### config.mk
export PLATFORM = sky130hd
export DESIGN_NAME = svs_cfg
export DESIGN_NICKNAME = d
export VERILOG_FILES = /design/src/rtl/core/seam_vertex_splitter_core_macros.svh /design/src/rtl/core/svs_pkg.sv /design/src/rtl/core/svs_cfg.sv
export SDC_FILE = /design/constraint.sdc
export NUM_CORES = 1
export LEC_CHECK = 0
export ABC_CLOCK_PERIOD_IN_PS = 850
export BUFFER_PORTS_ARGS = -buffer_cell sky130_fd_sc_hd__clkbuf_2
export CAP_MARGIN = 20
export CORE_MARGIN = 1
export CORE_UTILIZATION = 34
export CTS_CLUSTER_DIAMETER = 120
export DETAILED_ROUTE_END_ITERATION = 8
export PLACE_DENSITY = 0.8
export SYNTH_ARGS = -nofsm -noshare
export SYNTH_HDL_FRONTEND = slang
export SYNTH_SLANG_ARGS = --single-unit
export TNS_END_PERCENT = 10
### constraint.sdc
create_clock -name clk -period 0.85 [get_ports clk]
set_input_delay 0 -clock clk [delete_from_list [all_inputs] [get_ports clk]]
set_output_delay 0 -clock clk [all_outputs]
set_load 0.1 [all_outputs]
### src/rtl/core/seam_vertex_splitter_core_macros.svh
// Assertion macros used by the seam vertex splitter RTL.
`ifndef SEAM_VERTEX_SPLITTER_CORE_MACROS_SVH
`define SEAM_VERTEX_SPLITTER_CORE_MACROS_SVH

// Same-cycle implication, disabled while in reset.
`define SVS_ASSERT_IMP(label, clk, rst, ante, cons, msg) \
  label: assert property (@(posedge clk) disable iff (rst) (ante) |-> (cons)) else $error(msg);

// Next-cycle implication, disabled while in reset.
`define SVS_ASSERT_NXT(label, clk, rst, ante, cons, msg) \
  label: assert property (@(posedge clk) disable iff (rst) (ante) |=> (cons)) else $error(msg);

`endif

### src/rtl/core/svs_pkg.sv
// Types and constants for the seam vertex splitter.
package svs_pkg;

  localparam int MAX_VERTICES = 1024;
  localparam int ADDR_W       = $clog2(MAX_VERTICES);
  localparam int VERT_W       = 10;
  localparam int IDX_W        = 11;
  localparam int TOTAL_W      = 12;
  localparam int VC_W         = 11;
  localparam int EPOCH_W      = 3;
  localparam int CFG_DATA_W   = 32;
  localparam int PADDR_W      = 2;

  localparam logic [IDX_W-1:0]   IDX_MAX     = {IDX_W{1'b1}};
  localparam logic [EPOCH_W-1:0] EPOCH_FIRST = EPOCH_W'(1);
  localparam logic [EPOCH_W-1:0] EPOCH_LAST  = {EPOCH_W{1'b1}};

  localparam logic [PADDR_W-1:0] ADDR_VERTEX_COUNT = PADDR_W'(0);

  // item kinds
  localparam logic [1:0] KIND_CLASSIFY = 2'd0;
  localparam logic [1:0] KIND_INDEX    = 2'd1;
  localparam logic [1:0] KIND_CLEAR    = 2'd2;

  // side codes
  localparam logic [1:0] SIDE_FRONT  = 2'd0;
  localparam logic [1:0] SIDE_BACK   = 2'd1;
  localparam logic [1:0] SIDE_SPLIT  = 2'd2;
  localparam logic [1:0] SIDE_UNUSED = 2'd3;

  typedef struct packed {
    logic [1:0]        kind;
    logic [VERT_W-1:0] vertex_index;
    logic              faces_front;
    logic              on_seam;
    logic              final_corner;
  } svs_in_t;

  typedef struct packed {
    logic               split_made;
    logic [VERT_W-1:0]  split_source;
    logic [IDX_W-1:0]   out_index;
    logic [1:0]         vertex_side;
    logic [IDX_W-1:0]   split_total;
    logic [TOTAL_W-1:0] total_vertices;
    logic [IDX_W-1:0]   lowest_index;
    logic [IDX_W-1:0]   highest_index;
    logic               pass_done;
  } svs_out_t;

  // one side-table word; tag zero never matches a live epoch
  typedef struct packed {
    logic [EPOCH_W-1:0] tag;
    logic [1:0]         side;
    logic [IDX_W-1:0]   dup;
  } svs_entry_t;

  localparam int ENTRY_W = $bits(svs_entry_t);

endpackage

### src/rtl/core/svs_cfg.sv
// APB register file: vertex_count.
module svs_cfg (
  input  logic                           clk,
  input  logic                           rst,
  input  logic                           psel,
  input  logic                           penable,
  input  logic                           pwrite,
  input  logic [svs_pkg::PADDR_W-1:0]    paddr,
  input  logic [svs_pkg::CFG_DATA_W-1:0] pwdata,
  output logic [svs_pkg::CFG_DATA_W-1:0] prdata,
  output logic                           pready,
  output logic [svs_pkg::VC_W-1:0]       vertex_count
);
  import svs_pkg::*;

  logic wr_hit;

  assign pready = 1'b1;
  assign wr_hit = psel && penable && pwrite && (paddr == ADDR_VERTEX_COUNT);

  always_ff @(posedge clk) begin
    if (rst) begin
      vertex_count <= '0;
    end else if (wr_hit) begin
      vertex_count <= pwdata[VC_W-1:0];
    end
  end

  always_comb begin
    prdata = '0;
    if (paddr == ADDR_VERTEX_COUNT) begin
      prdata = {{(CFG_DATA_W-VC_W){1'b0}}, vertex_count};
    end
  end

endmodule

==> out/results.ini <==
[finish]
largest-register = vertex_count
n_antenna_cell = 0
final_area_um2 = 1431
fin_nets = 176
largestRegisters = vertex_count (11)
largest_reg_flops = 11
drive_gt1_share_pct = 50.74
syn2layout_area_growth_pct = 88.47

[setup_path]
start_kind = flip-flop
critPathMaxStageDelay_ps = 380
cp_max_fo = 3
cp_slowest_cell = dfxtp_4
worst_r2r_path_depth = 3
worst_ep_required_time_ps = 850
r2r_slack_ps = 160
worstPathCellList = and2_4 > buf_12
reg2reg_to = vertex_count[6]$_SDFFE_PP0P_
worstSetupPathType = reg -> out
endpoint_kind = primary output
worstPathArrival_ps = 960
cp-startpoint = vertex_count[10]$_SDFFE_PP0P_
cp-endpoint = prdata[10]
r2r-start = vertex_count[6]$_SDFFE_PP0P_

[yosys]
yosys.area_share.adder_pct = 0
synthCells = 85
yosys_register_bits = 11
yosys_warnings = 0
synth_cell_types = 11
yosys.area_share.simple_pct = 29.65
synth-compound-area-share_pct = 0
syn_area_um2 = 759.5
ys_seq_area_share_pct = 29.00
muxShareOfSynthArea_pct = 14.50
synth-xor-area-share_pct = 0
synth_top_family_by_area = simple AND/OR/NAND/NOR gates
syn_avg_cell_area_um2 = 8.935

[global_routing]
grt_max_degree = 23
grt_pass1_wl_mm = 3.256
antenna_found_initial = 0
grt.total_usage_pct = 17.73
grt_pass1_vias = 717
globalRouteOverflowTotal = 0

[cts]
cts_buffers = 3
clock_latency_ps = 260
clockBufferDepth = 2
clk_pin_slew_ps = 80
cts_sinks = 11
tritoncts = yes
htreeDepth = 1
cts-root-buf = clkbuf_4

[place]
place_congestion = 0.6657
dp_hpwl_mm = 1.422
placed_area_um2 = 1272
port-buffer-count = 39

[routing]
vias = 679
ant_nets = 0
wirelength_mm = 1.960
drc_errors = 0
viasPerCell = 4.166
drt_iter0_markers = 1
first_pass_iters = 2
routedWlPerCell_um = 12.02

[floorplanning]
core_um2 = 2022
pin_count = 83
rows = 16
die_y_um = 49.26
start_util_pct = 37.56
die_x_um = 49.26
die_area_um2 = 2427

[timing]
rsz0062_at_grt = yes
slew_viol_final = 0
fin_ws_ps = -112.2
skew_ps = 0
fin_crit_sh_pct = 113.2
finalHoldViolCount = 0
timing.fmax_mhz = 1039
finalSetupViolCount = 13
fin_crit_ps = 962.2

[power]
comb_power_share_pct = 44.1
finalPower_mw = 1.536
p_sw_share_pct = 47.75
p_leak_nw = 0.6147
pwr-share-seq_pct = 32.5
p_int_mw = 0.8027
p_sw_mw = 0.7337
power.density_nw_per_um2 = 1073
power_frac_clock_pct = 23.4
vdd_drop_max_v = 0.0006342

[outcome]
failed_checks = negative setup slack
status = finished, violations left

[worst_hold_path]
worstHoldPathType = in -> reg
whs_path_depth = 3

[flow_run]
max_cap_violations = 0

-- layout by cell type, fill, tap and decap left out --
cell type,instances
nand2b_1,22
conb_1,22
buf_12,22
clkbuf_2,17
and2_4,11
mux2i_1,11
dlygate4sd3_1,11
dfxtp_4,11
clkbuf_4,3
buf_6,2
nor2_2,1
and4_4,1
clkbuf_1,1
buf_4,1
-- critical path, delay by kind of cell, from the launching register on --
| family | cells | cell delay, ps |
|---|---|---|
| buffers and inverters | 1 | 160 |
| flip-flops | 1 | 380 |
| AND/OR/NAND/NOR | 1 | 160 |
-- power groups by stage --
stage / Sequential [mW] / Clock [mW] / Combinational (mW)
floorplan: 0.557 / 0 / 0.575
global placement: 0.512 / 0 / 0.625
detailed placement: 0.513 / 0 / 0.631
CTS: 0.499 / 0.374 / 0.674
global route: 0.501 / 0.404 / 0.697
finish: 0.500 / 0.360 / 0.677
-- kinds of logic (layout without fill, tap and decap cells) --
| kind of cell | count (synthesis) | count (layout) |
|---|---|---|
| buffers and inverters | 26 | 57 |
| flip-flops | 11 | 11 |
| other | 2 | 22 |
| multiplexers | 11 | 11 |
| AND/OR/NAND/NOR | 35 | 35 |
-- per-stage QoR --
step | std cells | utilization (%) | hold WS [ps] | setup TNS, ps | setup slack, ps
3_3_place_gp | 146 | 62.93 | 235.4 | -106.9 | -14.11
2_1_floorplan | 105 | - | 144.1 | -609.5 | -55.41
5_1_grt | 163 | 70.79 | 203.7 | -1508 | -134.5
4_1_cts | 163 | 70.79 | 194.9 | -1197 | -113.8
6_report | 163 | 70.79 | 191.2 | -1110 | -112.2
3_5_place_dp | 146 | 62.93 | 242.6 | -661.6 | -85.68
-- cell type report --
cell class                      instances  area [um^2]
Multi-Input combinational cell         68        444.2
Timing Repair Buffer                   53        665.6
Sequential cell                        11        261.5
Fill cell                             143        590.6
Clock buffer                            4        26.28
Tap cell                               27        33.78
-- Yosys cell counts --
master / instances / share of area [%]
clkbuf_1: 3 / 1.5
buf_4: 22 / 22
nor2_2: 1 / 0.82
dfxtp_1: 11 / 29
conb_1: 2 / 0.99
and2_2: 1 / 0.99
mux2i_1: 11 / 14
and2_1: 10 / 8.2
buf_12: 1 / 2.6
and4_4: 1 / 1.5
nand2b_1: 22 / 18
-- routing by layer --
layer | track usage (%) | up-vias | part of all wire (%)
met1 | 15.89 | 316 | 33
met2 | 36.07 | 40 | 57
met5 | 0 | - | 0
met3 | 4.673 | 4 | 8.2
met4 | 7.353 | 0 | 2.1
li1 | - | 319 | -
-- repair_timing --
| action | in CTS | in global routing |
|---|---|---|
| buffers inserted | 2 | 0 |
| endpoints found under the setup margin | 11 | 13 |
| cloned | 0 | 0 |
| hold buffers | 11 | 0 |
| endpoints found under the hold margin | 11 | 0 |
| gates resized for setup | 2 | 0 |
-- worst min path at each step --
stage | from | end | slack, ps
after floorplan | pwdata[10] | vertex_count[10]$_SDFFE_PP0P_ | 140
after global placement | pwdata[8] | vertex_count[8]$_SDFFE_PP0P_ | 240
after detailed placement | pwdata[4] | vertex_count[4]$_SDFFE_PP0P_ | 240
after CTS | penable | vertex_count[4]$_SDFFE_PP0P_ | 190
after global routing | penable | vertex_count[1]$_SDFFE_PP0P_ | 200
final | penable | vertex_count[4]$_SDFFE_PP0P_ | 190
No activity file was read; power rests on OpenSTA's default activity.
